==> src/rtl/nske_pkg.sv <==
// ----------------------------------------------------------------------------
// nske_pkg
// Shared constants and types for the natural sort key encoder.
// ----------------------------------------------------------------------------
package nske_pkg;

  // Default sizing
  localparam int MAX_RUN_DEF    = 56;
  localparam int WORD_BYTES_DEF = 4;

  // Character codes
  localparam logic [7:0] CHAR_ZERO = 8'h30;
  localparam logic [7:0] CHAR_NINE = 8'h39;
  localparam logic [7:0] KEY_NUL   = 8'h00;

  // One key byte offered by the sequencer to the output register
  typedef struct packed {
    logic       valid;
    logic [7:0] key_byte;
    logic       last_of_item;
    logic       end_of_key;
    logic       run_overflow;
  } emit_t;

  function automatic logic is_digit(input logic [7:0] ch);
    return (ch >= CHAR_ZERO) && (ch <= CHAR_NINE);
  endfunction

endpackage

==> src/rtl/nske_if.sv <==
// ----------------------------------------------------------------------------
// nske_if
// Valid/ready channels for string characters and encoded key bytes.
// ----------------------------------------------------------------------------
interface nske_in_if;
  logic       valid;
  logic       ready;
  logic [7:0] character;
  logic       end_of_string;

  modport source (output valid, character, end_of_string, input ready);
  modport sink   (input valid, character, end_of_string, output ready);
endinterface

interface nske_out_if;
  logic       valid;
  logic       ready;
  logic [7:0] key_byte;
  logic       last_of_item;
  logic       end_of_key;
  logic       run_overflow;

  modport source (output valid, key_byte, last_of_item, end_of_key, run_overflow,
                  input ready);
  modport sink   (input valid, key_byte, last_of_item, end_of_key, run_overflow,
                  output ready);
endinterface

==> src/rtl/natural_sort_key_encoder.sv <==
// ----------------------------------------------------------------------------
// natural_sort_key_encoder
// Encodes string characters into a byte key with natural (numeric) ordering.
// ----------------------------------------------------------------------------
//   channel   dir  payload                                         handshake
//   in_ch     in   character[8], end_of_string                     valid/ready
//   out_ch    out  key_byte[8], last_of_item, end_of_key,          valid/ready
//                  run_overflow
//
// A digit that does not end the string is only buffered (flagged once the
// run RAM is full). Any other character is accepted and emitted as bytes:
// a flushed run (marker, length, digits read from the run RAM at one per
// cycle while out_ch does not stall), then a non-digit, then any padding.
// Synchronous active-low reset; no clearing pass. Back-pressure on out_ch
// holds the sequencer, which drops in_ch.ready until the item is done.
// ----------------------------------------------------------------------------
module natural_sort_key_encoder #(
  parameter int MAX_RUN    = nske_pkg::MAX_RUN_DEF,
  parameter int WORD_BYTES = nske_pkg::WORD_BYTES_DEF
) (
  input logic        clk,
  input logic        rst_n,
  nske_in_if.sink    in_ch,
  nske_out_if.source out_ch
);
  import nske_pkg::*;

  emit_t      emit;
  logic       slot_free;
  logic       out_valid_r;
  logic [7:0] key_byte_r;
  logic       last_r;
  logic       end_r;
  logic       ovf_r;

  nske_ctl #(
    .MAX_RUN    (MAX_RUN),
    .WORD_BYTES (WORD_BYTES)
  ) u_ctl (
    .clk              (clk),
    .rst_n            (rst_n),
    .in_valid         (in_ch.valid),
    .in_ready         (in_ch.ready),
    .in_character     (in_ch.character),
    .in_end_of_string (in_ch.end_of_string),
    .slot_free        (slot_free),
    .emit             (emit)
  );

  // Output register: loads whenever empty or being drained
  assign slot_free = !out_valid_r || out_ch.ready;

  always_ff @(posedge clk) begin
    if (!rst_n) begin
      out_valid_r <= 1'b0;
    end else if (slot_free) begin
      out_valid_r <= emit.valid;
    end
    if (slot_free && emit.valid) begin
      key_byte_r <= emit.key_byte;
      last_r     <= emit.last_of_item;
      end_r      <= emit.end_of_key;
      ovf_r      <= emit.run_overflow;
    end
  end

  assign out_ch.valid        = out_valid_r;
  assign out_ch.key_byte     = key_byte_r;
  assign out_ch.last_of_item = last_r;
  assign out_ch.end_of_key   = end_r;
  assign out_ch.run_overflow = ovf_r;

  // A non-digit always produces bytes, so the next cycle cannot take input
  a_nondigit_busy: assert property (@(posedge clk) disable iff (!rst_n)
    in_ch.valid && in_ch.ready && !is_digit(in_ch.character) |=> !in_ch.ready)
    else $error("input taken while a pass-through byte is pending");

  // End of key closes the item
  a_end_is_last: assert property (@(posedge clk) disable iff (!rst_n)
    out_ch.valid && out_ch.end_of_key |-> out_ch.last_of_item)
    else $error("end_of_key without last_of_item");

  // A pass-through character closing a mid-string item never carries overflow
  a_char_no_ovf: assert property (@(posedge clk) disable iff (!rst_n)
    out_ch.valid && out_ch.last_of_item && !out_ch.end_of_key |-> !out_ch.run_overflow)
    else $error("overflow flag on a pass-through byte");

  // Nothing is offered to the output while the sequencer waits for input
  a_idle_quiet: assert property (@(posedge clk) disable iff (!rst_n)
    in_ch.ready |-> !emit.valid)
    else $error("byte emitted while accepting input");

endmodule

==> src/rtl/nske_ram.sv <==
// ----------------------------------------------------------------------------
// nske_ram
// Generic single-write, single-read RAM with a registered read port.
// ----------------------------------------------------------------------------
module nske_ram #(
  parameter int WIDTH = 8,
  parameter int DEPTH = 56
) (
  input  logic                                      clk,
  input  logic                                      we,
  input  logic [((DEPTH > 1) ? $clog2(DEPTH) : 1)-1:0] waddr,
  input  logic [WIDTH-1:0]                          wdata,
  input  logic                                      re,
  input  logic [((DEPTH > 1) ? $clog2(DEPTH) : 1)-1:0] raddr,
  output logic [WIDTH-1:0]                          rdata
);

  logic [WIDTH-1:0] mem [DEPTH];
  logic [WIDTH-1:0] rdata_r;

  // Write port and registered read; read data holds when re is low
  always_ff @(posedge clk) begin
    if (we) begin
      mem[waddr] <= wdata;
    end
    if (re) begin
      rdata_r <= mem[raddr];
    end
  end

  assign rdata = rdata_r;

endmodule

==> src/rtl/nske_ctl.sv <==
// ----------------------------------------------------------------------------
// nske_ctl
// Run tracking and byte sequencer: buffers digits in the run RAM and replays
// them as marker, length and digit bytes, then pass-through and padding.
// ----------------------------------------------------------------------------
module nske_ctl #(
  parameter int MAX_RUN    = 56,
  parameter int WORD_BYTES = 4
) (
  input  logic           clk,
  input  logic           rst_n,
  input  logic           in_valid,
  output logic           in_ready,
  input  logic [7:0]     in_character,
  input  logic           in_end_of_string,
  input  logic           slot_free,
  output nske_pkg::emit_t emit
);
  import nske_pkg::*;

  localparam int LEN_W = $clog2(MAX_RUN + 1);
  localparam int AW    = (MAX_RUN > 1) ? $clog2(MAX_RUN) : 1;
  localparam int BMW_W = (WORD_BYTES > 1) ? $clog2(WORD_BYTES) : 1;

  typedef enum logic [2:0] {
    ST_IDLE, ST_MARK, ST_LEN, ST_DIG, ST_CHAR, ST_PAD
  } state_t;

  state_t           state_r, state_nxt;
  logic [LEN_W-1:0] run_len_r, run_len_nxt;
  logic             lead_zero_r, lead_zero_nxt;
  logic             ovf_r, ovf_nxt;
  logic [BMW_W-1:0] bmw_r, bmw_nxt;
  logic [LEN_W-1:0] idx_r, idx_nxt;
  logic [7:0]       char_r, char_nxt;
  logic             eos_r, eos_nxt;
  logic             pend_char_r, pend_char_nxt;

  logic [LEN_W-1:0] idx_inc;
  logic [BMW_W-1:0] bmw_inc;
  logic             in_dig;

  logic             ram_we;
  logic             ram_re;
  logic [AW-1:0]    ram_raddr;
  logic [7:0]       ram_rdata;

  // Digit store; written at accept, read back only after the marker byte,
  // so a write and a read of the same entry never overlap
  nske_ram #(
    .WIDTH (8),
    .DEPTH (MAX_RUN)
  ) u_run_ram (
    .clk   (clk),
    .we    (ram_we),
    .waddr (run_len_r[AW-1:0]),
    .wdata (in_character),
    .re    (ram_re),
    .raddr (ram_raddr),
    .rdata (ram_rdata)
  );

  assign in_ready = (state_r == ST_IDLE);
  assign in_dig   = is_digit(in_character);
  assign idx_inc  = idx_r + 1'b1;
  assign bmw_inc  = (bmw_r == BMW_W'(WORD_BYTES - 1)) ? '0 : bmw_r + 1'b1;

  // Sequencer next state and byte selection
  always_comb begin
    state_nxt     = state_r;
    run_len_nxt   = run_len_r;
    lead_zero_nxt = lead_zero_r;
    ovf_nxt       = ovf_r;
    bmw_nxt       = bmw_r;
    idx_nxt       = idx_r;
    char_nxt      = char_r;
    eos_nxt       = eos_r;
    pend_char_nxt = pend_char_r;
    ram_we        = 1'b0;
    ram_re        = 1'b0;
    ram_raddr     = '0;
    emit          = '0;

    unique case (state_r)
      ST_IDLE: begin
        if (in_valid) begin
          char_nxt      = in_character;
          eos_nxt       = in_end_of_string;
          pend_char_nxt = !in_dig;
          if (in_dig) begin
            if (run_len_r == '0) begin
              lead_zero_nxt = (in_character == CHAR_ZERO);
            end
            if (run_len_r < LEN_W'(MAX_RUN)) begin
              ram_we      = 1'b1;
              run_len_nxt = run_len_r + 1'b1;
            end else begin
              ovf_nxt = 1'b1;
            end
            if (in_end_of_string) begin
              state_nxt = ST_MARK;
            end
          end else begin
            state_nxt = (run_len_r != '0) ? ST_MARK : ST_CHAR;
          end
        end
      end

      ST_MARK: begin
        if (slot_free) begin
          emit.valid        = 1'b1;
          emit.key_byte     = KEY_NUL;
          emit.run_overflow = ovf_r;
          bmw_nxt           = bmw_inc;
          state_nxt         = ST_LEN;
        end
      end

      // Length byte; prefetch the first digit
      ST_LEN: begin
        if (slot_free) begin
          emit.valid        = 1'b1;
          emit.key_byte     = lead_zero_r ? KEY_NUL : 8'(run_len_r);
          emit.run_overflow = ovf_r;
          bmw_nxt           = bmw_inc;
          ram_re            = 1'b1;
          ram_raddr         = '0;
          idx_nxt           = '0;
          state_nxt         = ST_DIG;
        end
      end

      // Replay digits, fetching the next one as each is handed over
      ST_DIG: begin
        if (slot_free) begin
          emit.valid        = 1'b1;
          emit.key_byte     = ram_rdata;
          emit.run_overflow = ovf_r;
          bmw_nxt           = bmw_inc;
          if (idx_inc == run_len_r) begin
            run_len_nxt   = '0;
            lead_zero_nxt = 1'b0;
            ovf_nxt       = 1'b0;
            if (pend_char_r) begin
              state_nxt = ST_CHAR;
            end else if (bmw_inc == '0) begin
              emit.last_of_item = 1'b1;
              emit.end_of_key   = 1'b1;
              state_nxt         = ST_IDLE;
            end else begin
              state_nxt = ST_PAD;
            end
          end else begin
            ram_re    = 1'b1;
            ram_raddr = idx_inc[AW-1:0];
            idx_nxt   = idx_inc;
          end
        end
      end

      ST_CHAR: begin
        if (slot_free) begin
          emit.valid    = 1'b1;
          emit.key_byte = char_r;
          bmw_nxt       = bmw_inc;
          if (!eos_r) begin
            emit.last_of_item = 1'b1;
            state_nxt         = ST_IDLE;
          end else if (bmw_inc == '0) begin
            emit.last_of_item = 1'b1;
            emit.end_of_key   = 1'b1;
            state_nxt         = ST_IDLE;
          end else begin
            state_nxt = ST_PAD;
          end
        end
      end

      ST_PAD: begin
        if (slot_free) begin
          emit.valid    = 1'b1;
          emit.key_byte = KEY_NUL;
          bmw_nxt       = bmw_inc;
          if (bmw_inc == '0) begin
            emit.last_of_item = 1'b1;
            emit.end_of_key   = 1'b1;
            state_nxt         = ST_IDLE;
          end
        end
      end

      default: begin
        state_nxt = ST_IDLE;
      end
    endcase
  end

  // State and run registers
  always_ff @(posedge clk) begin
    if (!rst_n) begin
      state_r     <= ST_IDLE;
      run_len_r   <= '0;
      lead_zero_r <= 1'b0;
      ovf_r       <= 1'b0;
      bmw_r       <= '0;
      pend_char_r <= 1'b0;
      eos_r       <= 1'b0;
    end else begin
      state_r     <= state_nxt;
      run_len_r   <= run_len_nxt;
      lead_zero_r <= lead_zero_nxt;
      ovf_r       <= ovf_nxt;
      bmw_r       <= bmw_nxt;
      pend_char_r <= pend_char_nxt;
      eos_r       <= eos_nxt;
    end
    idx_r  <= idx_nxt;
    char_r <= char_nxt;
  end

endmodule

==> src/flat_wrapper.sv <==
// flat-port wrapper written by rule: the top's interface ports become plain ports
module natural_sort_key_encoder_flat import nske_pkg::*;
#(
  parameter int MAX_RUN    = nske_pkg::MAX_RUN_DEF,
  parameter int WORD_BYTES = nske_pkg::WORD_BYTES_DEF
)
  (clk, rst_n, in_ch_valid, in_ch_character, in_ch_end_of_string, in_ch_ready, out_ch_valid, out_ch_key_byte, out_ch_last_of_item, out_ch_end_of_key, out_ch_run_overflow, out_ch_ready);
  nske_in_if in_ch_i ();
  nske_out_if out_ch_i ();
  input logic clk;
  input logic rst_n;
  input wire logic [$bits(in_ch_i.valid)-1:0] in_ch_valid;
  input wire logic [$bits(in_ch_i.character)-1:0] in_ch_character;
  input wire logic [$bits(in_ch_i.end_of_string)-1:0] in_ch_end_of_string;
  output wire logic [$bits(in_ch_i.ready)-1:0] in_ch_ready;
  output wire logic [$bits(out_ch_i.valid)-1:0] out_ch_valid;
  output wire logic [$bits(out_ch_i.key_byte)-1:0] out_ch_key_byte;
  output wire logic [$bits(out_ch_i.last_of_item)-1:0] out_ch_last_of_item;
  output wire logic [$bits(out_ch_i.end_of_key)-1:0] out_ch_end_of_key;
  output wire logic [$bits(out_ch_i.run_overflow)-1:0] out_ch_run_overflow;
  input wire logic [$bits(out_ch_i.ready)-1:0] out_ch_ready;
  assign in_ch_i.valid = in_ch_valid;
  assign in_ch_i.character = in_ch_character;
  assign in_ch_i.end_of_string = in_ch_end_of_string;
  assign in_ch_ready = in_ch_i.ready;
  assign out_ch_valid = out_ch_i.valid;
  assign out_ch_key_byte = out_ch_i.key_byte;
  assign out_ch_last_of_item = out_ch_i.last_of_item;
  assign out_ch_end_of_key = out_ch_i.end_of_key;
  assign out_ch_run_overflow = out_ch_i.run_overflow;
  assign out_ch_i.ready = out_ch_ready;
  natural_sort_key_encoder #(.MAX_RUN(MAX_RUN), .WORD_BYTES(WORD_BYTES)) u_core (.clk(clk), .rst_n(rst_n), .in_ch(in_ch_i), .out_ch(out_ch_i));
endmodule
==> config.mk <==
export PLATFORM = sky130hd
export DESIGN_NAME = natural_sort_key_encoder_flat
export DESIGN_NICKNAME = d
export VERILOG_FILES = /design/src/rtl/nske_pkg.sv /design/src/rtl/nske_if.sv /design/src/rtl/natural_sort_key_encoder.sv /design/src/rtl/nske_ram.sv /design/src/rtl/nske_ctl.sv /design/src/flat_wrapper.sv
export SDC_FILE = /design/constraint.sdc
export NUM_CORES = 1
export LEC_CHECK = 0
export BUFFER_PORTS_ARGS = -buffer_cell sky130_fd_sc_hd__buf_2
export CAP_MARGIN = 5
export CORE_AREA = 8 8 211 213
export CTS_CLUSTER_SIZE = 12
export DETAILED_ROUTE_END_ITERATION = 6
export DIE_AREA = 0 0 219 221
export GPL_TIMING_DRIVEN = 0
export PLACE_DENSITY = 0.7
export SYNTH_ARGS = -nofsm -noshare
export SYNTH_HDL_FRONTEND = slang
export SYNTH_SLANG_ARGS = --single-unit
==> constraint.sdc <==
create_clock -name clk -period 3.4 [get_ports clk]
set_clock_uncertainty 0.1 [all_clocks]
set_input_delay 0.51 -clock clk [delete_from_list [all_inputs] [get_ports clk]]
set_output_delay 0.51 -clock clk [all_outputs]
set_load 0.01 [all_outputs]
# ---- Word-level counts from Yosys, hierarchy flattened
# Memories as Yosys holds them, arrays and structs flattened. A register that Yosys moved wholly into a read port is not among the register bits.
# Cells that the tools add are included.
dict set report totals {
  regBits 41
  ramBits 448
  elab_cells 127
  mem_count 1
}
dict set report op_classes {
  addsub 3
  order_cmp 3
  eq_ne 22
  n_mux 64
  n_reduce_logical 20
}
# name words word_bits rd rd_clocked_by_memory_dff wr line
set mem_list {}
lappend mem_list {u_core.u_ctl.u_run_ram.mem 56 8 1 1 1 nske_ram.sv:18} ;# logic [WIDTH-1:0] mem [DEPTH];
# op n
set op_table {}
lappend op_table {{6-bit two-way mux} 12}
lappend op_table {{9-bit one-hot mux with 5 select lines} 1}
lappend op_table {{3-bit two-way mux} 14}
lappend op_table {{6-bit one-hot mux with 2 select lines} 2}
lappend op_table {{11-bit two-way mux} 2}
lappend op_table {{1-bit two-way mux} 20}
lappend op_table {{9-bit two-way mux} 2}
lappend op_table {{3-bit one-hot mux with 6 select lines} 1}
lappend op_table {{6-bit AND reduction} 3}
lappend op_table {{2-bit by 1-bit != test with 1-bit output, second input constant} 8}
lappend op_table {{6-bit by 1-bit adder with 6-bit output, second input constant} 2}
lappend op_table {{12-bit two-way mux} 1}
lappend op_table {{2-bit != test, second input constant} 5}
lappend op_table {{9-bit AND reduction} 1}
lappend op_table {{8-bit by 6-bit equality test with 1-bit output, second input constant} 1}
lappend op_table {{8-bit by 6-bit greater-or-equal comparator with 1-bit output, second input constant} 1}
lappend op_table {{8-bit by 6-bit less-or-equal comparator with 1-bit output, second input constant} 1}
lappend op_table {{2-bit two-way mux} 4}
lappend op_table {{1-bit one-hot mux with 2 select lines} 4}
lappend op_table {{3-bit by 2-bit equality test with 1-bit output, second input constant} 2}
lappend op_table {{3-bit equality test, second input constant} 2}
lappend op_table {{6-bit equality test} 1}
lappend op_table {{6-bit logical NOT} 1}
lappend op_table {{6-bit < comparator, second input constant} 1}
lappend op_table {{other kinds (16)} 20}

# ---- Longest topological paths before layout
# Gate-level depths: netlist of the first run.
dict set report depth {
  word_depth 9
  mapped_depth 14
  depth_no_buf 10
}

# ---- Modules after synthesis
# A second synthesis of the first run with hierarchy kept.
dict set report hier_totals {
  cells_unflattened 1100
  area_unflattened_um2 20333.3
}
# module n_inst cells_each area_each_um2
set modules_own_cells {}
lappend modules_own_cells {nske_ram 1 860 18004.8}
lappend modules_own_cells {nske_ctl 1 224 1940.6}
lappend modules_own_cells {natural_sort_key_encoder 1 16 387.9}

# ---- Least setup slack after synthesis of the first run
# Ideal clock, no wire load.
dict set report synth_path {
  kind {reg2reg}
  from {register u_core.u_ctl.idx_r[1]}
  to {register u_core.u_ctl.u_run_ram.rdata_r[6] (netlist: u_core.u_ctl.u_run_ram.rdata[6]) (read register of u_core.u_ctl.u_run_ram.mem), data pin}
  setup_ns 0.271
  arrival_ns 2.479
  t_required_ns 3.029
  slack_ns 0.550
  path_stages_with_launch 14
  cell_sequence {edfxtp_1 ha_1 buf_2 xnor2_1 nand2_1 nand4b_2 o21ai_2 buf_4 nor2_2 buf_2 a211oi_1 o211ai_1 o41ai_1 o22ai_1}
}
dict set report synth_via {
  elab_chain_len 5
  elab_cells_between_ends 8
  classes_between {add/sub: 1; eq/ne: 1; mux: 6}
}
# item line
set synth_rtl {}
lappend synth_rtl {{start: declaration} nske_ctl.sv:34} ;# logic [LEN_W-1:0] idx_r, idx_nxt;
lappend synth_rtl {{start signal: assignment} nske_ctl.sv:217} ;# idx_r <= idx_nxt;
lappend synth_rtl {{6-bit by 1-bit adder with 6-bit output *} nske_ctl.sv:65} ;# assign idx_inc = idx_r + 1'b1;
lappend synth_rtl {{named net u_core.u_ctl.idx_inc[1]} nske_ctl.sv:39} ;# logic [LEN_W-1:0] idx_inc;
lappend synth_rtl {{6-bit equality test} nske_ctl.sv:140} ;# if (idx_inc == run_len_r) begin
lappend synth_rtl {{1-bit two-way mux or 6-bit two-way mux (tied branches)} nske_ctl.sv:140}
lappend synth_rtl {{1-bit two-way mux or 6-bit two-way mux (tied branches)} nske_ctl.sv:135} ;# if (slot_free) begin
lappend synth_rtl {{1-bit one-hot mux with 2 select lines or 6-bit two-way mux (tied branches)} --}
lappend synth_rtl {{end: declaration} nske_ram.sv:19} ;# logic [WIDTH-1:0] rdata_r;
# The timed path passes the listed nets; every way through them passes the cells marked *.
# A chain may end at the register's enable or synchronous reset.

# ---- Worst setup path after layout of the first run
dict set report layout_path {
  from {input port in_ch_character[2]}
  to {memory u_core.u_ctl.u_run_ram.mem[0][4], enable pin}
}
dict set report layout_via {
  elab_chain_len 7
  elab_cells_between_ends 8
  classes_between {order compare: 2; mux: 5; reduce/logical: 1}
}
# item line
set layout_rtl {}
lappend layout_rtl {{start: declaration} flat_wrapper.sv:13} ;# input wire logic [$bits(in_ch_i.character)-1:0] in_ch_character;
lappend layout_rtl {{8-bit by 6-bit greater-or-equal comparator with 1-bit output or 8-bit by 6-bit less-or-equal comparator with 1-bit output (tied branches)} nske_pkg.sv:26} ;# return (ch >= CHAR_ZERO) && (ch <= CHAR_NINE);
lappend layout_rtl {{1-bit logical AND *} nske_pkg.sv:26}
lappend layout_rtl {{1-bit two-way mux *} nske_ctl.sv:90} ;# if (in_dig) begin
lappend layout_rtl {{1-bit two-way mux *} nske_ctl.sv:86} ;# if (in_valid) begin
lappend layout_rtl {{1-bit two-way mux *} nske_ctl.sv:84} ;# unique case (state_r)
lappend layout_rtl {{1-bit two-way mux *} nske_ram.sv:23} ;# if (we) begin
lappend layout_rtl {{1-bit two-way mux (implied by the code) *} nske_ram.sv:24} ;# mem[waddr] <= wdata;
lappend layout_rtl {{end: declaration} nske_ram.sv:18}
# Mark *: on every way between the ends. The rest lies on a longest branch, timed or not.

==> results of run 1 <==
==> logic make-up (layout without fill, tap and decap cells) <==
family	Yosys count	in the layout	share of synthesized area [%]
compound gates	391	391	13.27
xor+xnor	20	20	1.002
fa+ha+maj	5	5	0.3075
buf+inv	95	238	2.244
flops	497	497	72.56
mux	69	69	3.714
other cells	0	2	0
simple gates	301	301	6.899
==> power by group through the flow <==
stage | combinational (W) | sequential, W | clock, W
after floorplan | 0.000972 | 0.00714 | 0
after global placement | 0.00171 | 0.00711 | 0
after detailed placement | 0.00175 | 0.00712 | 0
after CTS | 0.00184 | 0.00699 | 0.00540
after global routing | 0.00207 | 0.00701 | 0.00565
final | 0.00199 | 0.00699 | 0.00539
==> sequential cells by signal (all words and copies together) (netlist names) <==
| name | flops |
|---|---|
| u_core.out_ch.end_of_key | 1 |
| u_core.out_ch.key_byte | 8 |
| u_core.out_ch.last_of_item | 1 |
| u_core.out_ch.run_overflow | 1 |
| u_core.out_ch.valid | 1 |
| u_core.u_ctl.bmw_r | 2 |
| u_core.u_ctl.char_r | 8 |
| u_core.u_ctl.eos_r | 1 |
| u_core.u_ctl.idx_r | 6 |
| u_core.u_ctl.lead_zero_r | 1 |
| u_core.u_ctl.ovf_r | 1 |
| u_core.u_ctl.pend_char_r | 1 |
| u_core.u_ctl.run_len_r | 6 |
| u_core.u_ctl.state_r | 3 |
| u_core.u_ctl.u_run_ram.mem | 448 |
| u_core.u_ctl.u_run_ram.rdata | 8 |
==> worst reg2reg max path, delay by kind of cell (launching register included) <==
kind                       cells  cell delay, ps
adders and majority gates      1             230
AOI/OAI and AO/OA              5            1300
DFF                            1             450
and+or+nand+nor                1             230
buffers and inverters          3             640
xor gates and xnor gates       1             260
==> Yosys cell counts, drive strengths merged (6+ instances only) <==
cell	n
a211oi	16
a21oi	86
a221o	19
a221oi	29
a22o	6
a22oi	15
a2bb2oi	14
a31oi	9
and3	11
buf	46
clkbuf	39
dfxtp	16
edfxtp	481
inv	10
mux2	22
mux2i	44
nand2	88
nand3	21
nor2	122
nor2b	8
nor3	17
o211ai	21
o21ai	85
o221ai	18
o22ai	38
o31ai	6
o32ai	7
or3	7
xnor2	11
xor2	7
==> what timing repair did <==
item                                    in CTS  in global routing
endpoints found under the hold margin        0                  0
gates resized for setup                    109                101
pin swaps                                   15                 24
buffers inserted                            14                 22
gates cloned                                 0                  1
endpoints found under the setup margin     268                184
==> final timing paths <==
kind                                            to  slack, ps                     start
setup / recovery  u_core.u_ctl.u_run_ram.mem[0][4]       -100        in_ch_character[2]
hold / removal                  u_core.u_ctl.eos_r        140       in_ch_end_of_string
setup reg to reg   u_core.u_ctl.u_run_ram.rdata[4]        -80     u_core.u_ctl.idx_r[1]
hold reg to reg           u_core.u_ctl.pend_char_r        400  u_core.u_ctl.pend_char_r
==> final cells by class <==
| type | instances | area [sq um] | share of cell area, % |
|---|---|---|---|
| clock inverters | 14 | 185.2 | 0.7775 |
| plain buffers | 85 | 609.3 | 2.558 |
| repair buffers | 62 | 478.0 | 2.007 |
| inverters | 10 | 37.54 | 0.1576 |
| diodes | 2 | 5.005 | 0.02101 |
| multi-input cells | 786 | 5685 | 23.87 |
| clock buffers | 67 | 1378 | 5.784 |
| well taps | 539 | 674.4 | 2.832 |
| flip-flops and latches | 497 | 14760 | 61.99 |
==> layer usage <==
layer	GRT usage, %	up-vias	wire [um]
li1	-	5676	-
met5	0	-	12
met1	34.38	6762	23870
met4	13.91	2	3507
met3	5.866	218	7603
met2	38.19	998	28290
==> through the flow <==
step | setup slack, ps | total power, W | TNS, ps | hold slack (ps)
after floorplan | 549.9 | 0.008115 | 0 | 332.0
after global placement | -1041 | 0.008816 | -278100 | 363.4
after detailed placement | -1084 | 0.008865 | -305670 | 379.9
after CTS | -69.34 | 0.01424 | -144.9 | 125.5
after global routing | -234.5 | 0.01473 | -13110 | 155.8
final | -95.41 | 0.01437 | -2702 | 137.8
==> layout by cell type, fill, tap and decap left out, types with 29 or more instances in the layout <==
master and n:
sky130_fd_sc_hd__o22ai_1 33, sky130_fd_sc_hd__o21ai_0 66, sky130_fd_sc_hd__mux2i_1 44, sky130_fd_sc_hd__clkbuf_1 29, sky130_fd_sc_hd__clkbuf_16 53, sky130_fd_sc_hd__buf_2 36
sky130_fd_sc_hd__edfxtp_1 481, sky130_fd_sc_hd__buf_4 45, sky130_fd_sc_hd__nor2_1 96, sky130_fd_sc_hd__nand2_1 79, sky130_fd_sc_hd__a21oi_1 78
==> qor.log, run 1 <==
[clock_tree] TritonCTS clock tree built
[logic_synthesis] number of nets in the synthesized netlist 1396
[pwr] register share of total power 48.6%
[timing] hold violation count in the final report 0
[routing] initial DRC count 2259
[final_layout] share of final-layout standard cells stronger than drive strength 1 21.50%
[pwr] Power Internal 0.01066 W
[setup_path] length in cells of the worst reg-to-reg path 11
[setup_path] kind of capture point of the worst setup path flip-flop
[final_layout] final standard cell utilization of the core 57.68%
[pwr] Leak 7.755 nW
[timing] count of pins over their slew limit 0
[pwr] combinational share of power 13.8%
[timing] Setup violations, final 69
[clock_tree] CTS Hold Buffers Added 0
[clock_tree] clock latency of the later-clocked register in the worst-skew pair 600 ps
[setup_path] required time worst endpoint 3520 ps
[setup_path] slowest CP cell sky130_fd_sc_hd__nor2_1
[outcome] violations in the final reports setup timing
[routing] drt wl/cell 30.69 um
[timing] Worst Tran Pin Value 1329 ps
[place] DP Wirelength 40460 um
[setup_path] data arrival at the endpoint of the critical path 3620 ps
[routing] Post-route DRC 0
[routing] remaining antenna violation count 0
[place] placed inst area 0.02115 sq mm
[clock_tree] H-Tree Level Count 2
[setup_path] longest individual stage delay on the worst path 760 ps
[setup_path] family of cells with the greatest summed delay on the critical path simple AND/OR/NAND/NOR gates
[logic_synthesis] post-synthesis instance area 0.02035 sq mm
[timing] unrepaired setup endpoints after global routing true
[setup_path] cell-by-cell listing of the critical path buf_2 > o21ai_0 > nand4_1 > nor2_1 > and3b_1 > clkbuf_1 > nand2_1 > nor2_1
[outcome] status finished with violations
[floorplanning] Core Area 0.04129 sq mm
[routing] First-pass DRT Iterations 7
[setup_path] type of the setup path with the least slack in2reg
[logic_synthesis] FF+latch count, synth 497
[logic_synthesis] number of synthesis warnings 0
[floorplanning] horizontal extent of the die 219 um
[setup_path] largest driver fanout on the critical path 59
[logic_synthesis] Post-synth ARST share 0%
[min_path] worst hold stages 3
[grt] GRT Total Usage 25.56%
[grt] number of antenna violations at the first check in global routing 1
[clock_tree] CTS Root Cell sky130_fd_sc_hd__clkbuf_16
[grt] largest net degree at the start of global routing 60
[setup_path] logic depth of the worst setup path including buffers 8
[setup_path] dominant cell type by count on the critical path sky130_fd_sc_hd__nor2_1
[floorplanning] Row Count 75
[logic_synthesis] unique cell type count in the Yosys netlist 75
[job] Maximum Capacitance Violations 0
[floorplanning] IO Pins 26
[routing] number of vias in the routed layout 13660
[grt] global-route wire length before repair 90290 um
[clock_tree] clock sink count 497
[clock_tree] number of buffers on the longest clock path 3
[pwr] maximum VDD drop 0.0003443 V
[place] dpl cells 1942
[final_layout] fill cell instance count of the final layout 3204
[final_layout] post-layout net count 1511
[logic_synthesis] number of standard cells after synthesis 1378
[setup_path] critical path buffer and inverter count 2
[timing] Fmax achieved 0.2861 GHz
[logic_synthesis] leading area contributor after synthesis sky130_fd_sc_hd__edfxtp_1
[pwr] net switching power figure 0.003711 W
[final_layout] relative area change from synthesis to final layout 17.05%
[place] port bufs 24
[floorplanning] starting density of the core 49.28%
[pwr] Power Dens Cells 603.5 mW/mm^2
[timing] part of the cycle the worst path needs 102.8%
[final_layout] post-layout instance count excluding filler cells 2062
[min_path] path class of the lowest-slack min-delay path in2reg
[clock_tree] total CTS buffers 51
[timing] final worst setup slack -95.41 ps
[clock_tree] clock slew at the register clock pins of the worst setup and hold paths 60 ps
[pwr] clock network fraction of design power 37.5%
[floorplanning] die boundary height 221 um
[routing] DR vias/cell 6.623
[floorplanning] Die Footprint 0.04840 sq mm
[logic_synthesis] sequential element share of the synthesized area 72.56%
[timing] Tmin final 3495 ps
[grt] vias in the first global route 13200
[place] final weighted congestion in routability-driven placement 0.9942
[pwr] switching part of the total power 25.82%
[logic_synthesis] number of enable flip-flop cells after synthesis 481
[logic_synthesis] leading register cell type out of synthesis sky130_fd_sc_hd__edfxtp_1
[logic_synthesis] top cell type's share of synthesized area 70.99%
[logic_synthesis] syn avg cell area 14.77 sq um
[setup_path] Critical Path Source Type input pin
[routing] DRT Wirelength 63290 um
[final_layout] post-route cell area 0.02382 sq mm
[timing] Worst slew margin 11.37%
[grt] global-route congestion overflow total 0
[logic_synthesis] synth top area cells sky130_fd_sc_hd__edfxtp_1 71%, sky130_fd_sc_hd__mux2i_1 2.2%, sky130_fd_sc_hd__nor2_1 2.1%
(Power assumes the default switching activity.)
==> inputs of run 2 (changes only) <==
--- a/config.mk
+++ b/config.mk
@@ -7,10 +7,11 @@
 export LEC_CHECK = 0
 export BUFFER_PORTS_ARGS = -buffer_cell sky130_fd_sc_hd__buf_2
 export CAP_MARGIN = 5
-export CORE_AREA = 8 8 211 213
+export CORE_AREA = 8 8 152 297
+export CTS_CLUSTER_DIAMETER = 50
 export CTS_CLUSTER_SIZE = 12
 export DETAILED_ROUTE_END_ITERATION = 6
-export DIE_AREA = 0 0 219 221
+export DIE_AREA = 0 0 160 305
 export GPL_TIMING_DRIVEN = 0
 export PLACE_DENSITY = 0.7
 export SYNTH_ARGS = -nofsm -noshare
==> qor.log, run 2 (same netlist as run 1, synthesis figures left out) <==
[setup_path] critical path buffer and inverter count 3 [was 2]
[setup_path] slowest CP cell sky130_fd_sc_hd__a221o_2 [was sky130_fd_sc_hd__nor2_1]
[setup_path] cell-by-cell listing of the critical path buf_6 > ha_4 > xor2_4 > xnor2_2 > and4b_1 > buf_12 > a21oi_4 > buf_6 > a221oi_1 > a21oi_2 > o21ai_0 > a221o_2 > o21ai_1 [was buf_2 > o21ai_0 > nand4_1 > nor2_1 > and3b_1 > clkbuf_1 > nand2_1 > nor2_1]
[pwr] clock network fraction of design power 34.8% [was 37.5%]
[setup_path] Critical Path Source Type flip-flop [was input pin]
[final_layout] post-layout net count 1511 [unchanged]
[setup_path] type of the setup path with the least slack reg2reg [was in2reg]
[setup_path] family of cells with the greatest summed delay on the critical path compound AO/OA/AOI/OAI gates [was simple AND/OR/NAND/NOR gates]
[min_path] path class of the lowest-slack min-delay path in2reg [unchanged]
[clock_tree] number of buffers on the longest clock path 3 [unchanged]
[timing] part of the cycle the worst path needs 102.4% [was 102.8%]
[setup_path] longest individual stage delay on the worst path 430 ps [was 760 ps]
[final_layout] Most flops, register u_core.u_ctl.u_run_ram.mem [unchanged]
[final_layout] max reg flops 448 [unchanged]
[final_layout] fill cell instance count of the final layout 3266 [was 3204]
[clock_tree] CTS Hold Buffers Added 0 [unchanged]
[timing] Fmax achieved 0.2872 GHz [was 0.2861 GHz]
[timing] Tmin final 3481 ps [was 3495 ps]
[setup_path] dominant cell type by count on the critical path sky130_fd_sc_hd__buf_6 [was sky130_fd_sc_hd__nor2_1]
[floorplanning] die boundary height 305 um [was 221 um]
[outcome] violations in the final reports setup timing [unchanged]
[final_layout] most common library cell in the layout ignoring fill and taps sky130_fd_sc_hd__edfxtp_1 [unchanged]
[timing] Worst Tran Pin Value 1357 ps [was 1329 ps]
[routing] Post-route DRC 0 [unchanged]
[timing] worst hold-check slack 145.8 ps [was 137.8 ps]
[routing] drt wl/cell 32.42 um [was 30.69 um]
[setup_path] required time worst endpoint 3680 ps [was 3520 ps]
[pwr] register share of total power 50.5% [was 48.6%]
[pwr] net switching power figure 0.003658 W [was 0.003711 W]
[routing] DRT Wirelength 66450 um [was 63290 um]
[clock_tree] CTS Root Cell sky130_fd_sc_hd__clkbuf_16 [unchanged]
[pwr] combinational share of power 14.7% [was 13.8%]
[setup_path] data arrival at the endpoint of the critical path 3760 ps [was 3620 ps]
[final_layout] final standard cell utilization of the core 57.67% [was 57.68%]
[grt] vias in the first global route 13330 [was 13200]
[clock_tree] clock latency of the later-clocked register in the worst-skew pair 590 ps [was 600 ps]
[job] Maximum Capacitance Violations 0 [unchanged]
[timing] Worst slew margin 9.533% [was 11.37%]
[routing] DR vias/cell 6.660 [was 6.623]
[routing] number of vias in the routed layout 13650 [was 13660]
[grt] global-route congestion overflow total 0 [unchanged]
[floorplanning] Die Footprint 0.04880 sq mm [was 0.04840 sq mm]
[place] DP Wirelength 43650 um [was 40460 um]
[floorplanning] horizontal extent of the die 160 um [was 219 um]
[final_layout] post-route cell area 0.02386 sq mm [was 0.02382 sq mm]
[floorplanning] IO Pins 26 [unchanged]
[place] port bufs 24 [unchanged]
[routing] initial DRC count 1727 [was 2259]
[timing] count of pins over their slew limit 0 [unchanged]
[clock_tree] clock slew at the register clock pins of the worst setup and hold paths 70 ps [was 60 ps]
[final_layout] total inserted antenna cells 0 [was 2]
[floorplanning] Core Area 0.04138 sq mm [was 0.04129 sq mm]
[timing] final worst setup slack -81.49 ps [was -95.41 ps]
[grt] number of antenna violations at the first check in global routing 1 [unchanged]
[pwr] Leak 7.712 nW [was 7.755 nW]
[place] placed inst area 0.02114 sq mm [was 0.02115 sq mm]
[timing] unrepaired setup endpoints after global routing true [unchanged]
[timing] hold violation count in the final report 0 [unchanged]
[clock_tree] total CTS buffers 47 [was 51]
[clock_tree] clock sink count 497 [unchanged]
[clock_tree] H-Tree Level Count 2 [unchanged]
[outcome] status finished with violations [unchanged]
[pwr] Total Power 0.01386 W [was 0.01437 W]
[clock_tree] TritonCTS clock tree built [unchanged]
[timing] Setup violations, final 7 [was 69]
[floorplanning] Row Count 106 [was 75]
[setup_path] largest driver fanout on the critical path 8 [was 59]
[grt] GRT Total Usage 26.76% [was 25.56%]
[grt] global-route wire length before repair 94650 um [was 90290 um]
[routing] remaining antenna violation count 0 [unchanged]
[grt] largest net degree at the start of global routing 60 [unchanged]
[floorplanning] starting density of the core 49.17% [was 49.28%]
[place] final weighted congestion in routability-driven placement 0.9722 [was 0.9942]
[timing] Final TNS setup -258.3 ps [was -2702 ps]
[pwr] maximum VDD drop 0.0005380 V [was 0.0003443 V]
[final_layout] share of final-layout standard cells stronger than drive strength 1 22.65% [was 21.50%]
[routing] First-pass DRT Iterations 6 [was 7]
[pwr] Power Dens Cells 580.8 mW/mm^2 [was 603.5 mW/mm^2]
[setup_path] kind of capture point of the worst setup path flip-flop [unchanged]
[final_layout] relative area change from synthesis to final layout 17.28% [was 17.05%]
[pwr] switching part of the total power 26.40% [was 25.82%]
[final_layout] top library cells by usage in the layout, fill and taps aside 481 x sky130_fd_sc_hd__edfxtp_1, 97 x sky130_fd_sc_hd__nor2_1, 79 x sky130_fd_sc_hd__nand2_1 [was 481 x sky130_fd_sc_hd__edfxtp_1, 96 x sky130_fd_sc_hd__nor2_1, 79 x sky130_fd_sc_hd__nand2_1]
[pwr] Power Internal 0.01020 W [was 0.01066 W]
==> run 2: cell count changes in the layout (fill, tap and decap cells not counted), sizes merged <==
cell and change:
clkbuf -9, buf +8, clkinv -5, bufinv -3, clkinvlp -2, diode -2
==> run 2: repair_timing <==
item,CTS,global route
gates cloned,0,1
setup endpoints to repair,213,192
pin swaps,21,47
resized for setup,161,98
setup buffers,28,16
hold endpoints to repair,0,0
==> run 2: path summary, 6_finish.rpt <==
kind	startpoint	to	slack, ps	cells past startpoint
worst max-delay path	u_core.u_ctl.idx_r[0]	u_core.u_ctl.u_run_ram.rdata[1]	-80	13
worst min register to register	u_core.u_ctl.bmw_r[1]	u_core.u_ctl.bmw_r[1]	400	2
worst max register to register	u_core.u_ctl.idx_r[0]	u_core.u_ctl.u_run_ram.rdata[1]	-80	13
worst min-delay path	in_ch_end_of_string	u_core.u_ctl.eos_r	150	3
==> run 2: stage by stage <==
stage | setup slack, ps | cells
after CTS | -29.09 | 2035
after global placement | -1208 | 1942
final | -81.49 | 2050
after floorplan | 549.9 | 1378
after detailed placement | -1167 | 1942
after global routing | -137.0 | 2050
==> run 2: routing by layer <==
layer	global-route usage, %	wire length (um)
met1	32.30	23300
met2	44.03	32280
met3	5.198	6043
met4	15.76	4832
met5	0	0
==> run 2: power by group through the flow <==
stage          registers (W)  clock network (W)  logic (W)
2_1_floorplan        0.00714                  0   0.000972
3_3_place_gp         0.00712                  0    0.00176
3_5_place_dp         0.00712                  0    0.00178
4_1_cts              0.00699            0.00484    0.00194
5_1_grt              0.00701            0.00505    0.00215
6_report             0.00699            0.00482    0.00204
==> run 2: final cells by class <==
class	instances	area, sq um	share of cell area (%)
inverter	10	37.54	0.1573
sequential	497	14760	61.87
tap	540	675.6	2.831
timing repair buffer	68	569.3	2.386
clock buffer	62	1254	5.254
clock inverter	4	85.08	0.3565
buffer	83	634.4	2.658
multi-input combinational	786	5843	24.49
==> run 2: worst reg2reg max path, stage by stage (launching register included) <==
cell                       delay [ps]
sky130_fd_sc_hd__edfxtp_1         400
sky130_fd_sc_hd__buf_6            140
sky130_fd_sc_hd__ha_4             180
sky130_fd_sc_hd__xor2_4           200
sky130_fd_sc_hd__xnor2_2          200
sky130_fd_sc_hd__and4b_1          250
sky130_fd_sc_hd__buf_12           160
sky130_fd_sc_hd__a21oi_4          380
sky130_fd_sc_hd__buf_6            200
sky130_fd_sc_hd__a221oi_1         110
sky130_fd_sc_hd__a21oi_2          230
sky130_fd_sc_hd__o21ai_0          130
sky130_fd_sc_hd__a221o_2          430
sky130_fd_sc_hd__o21ai_1          180
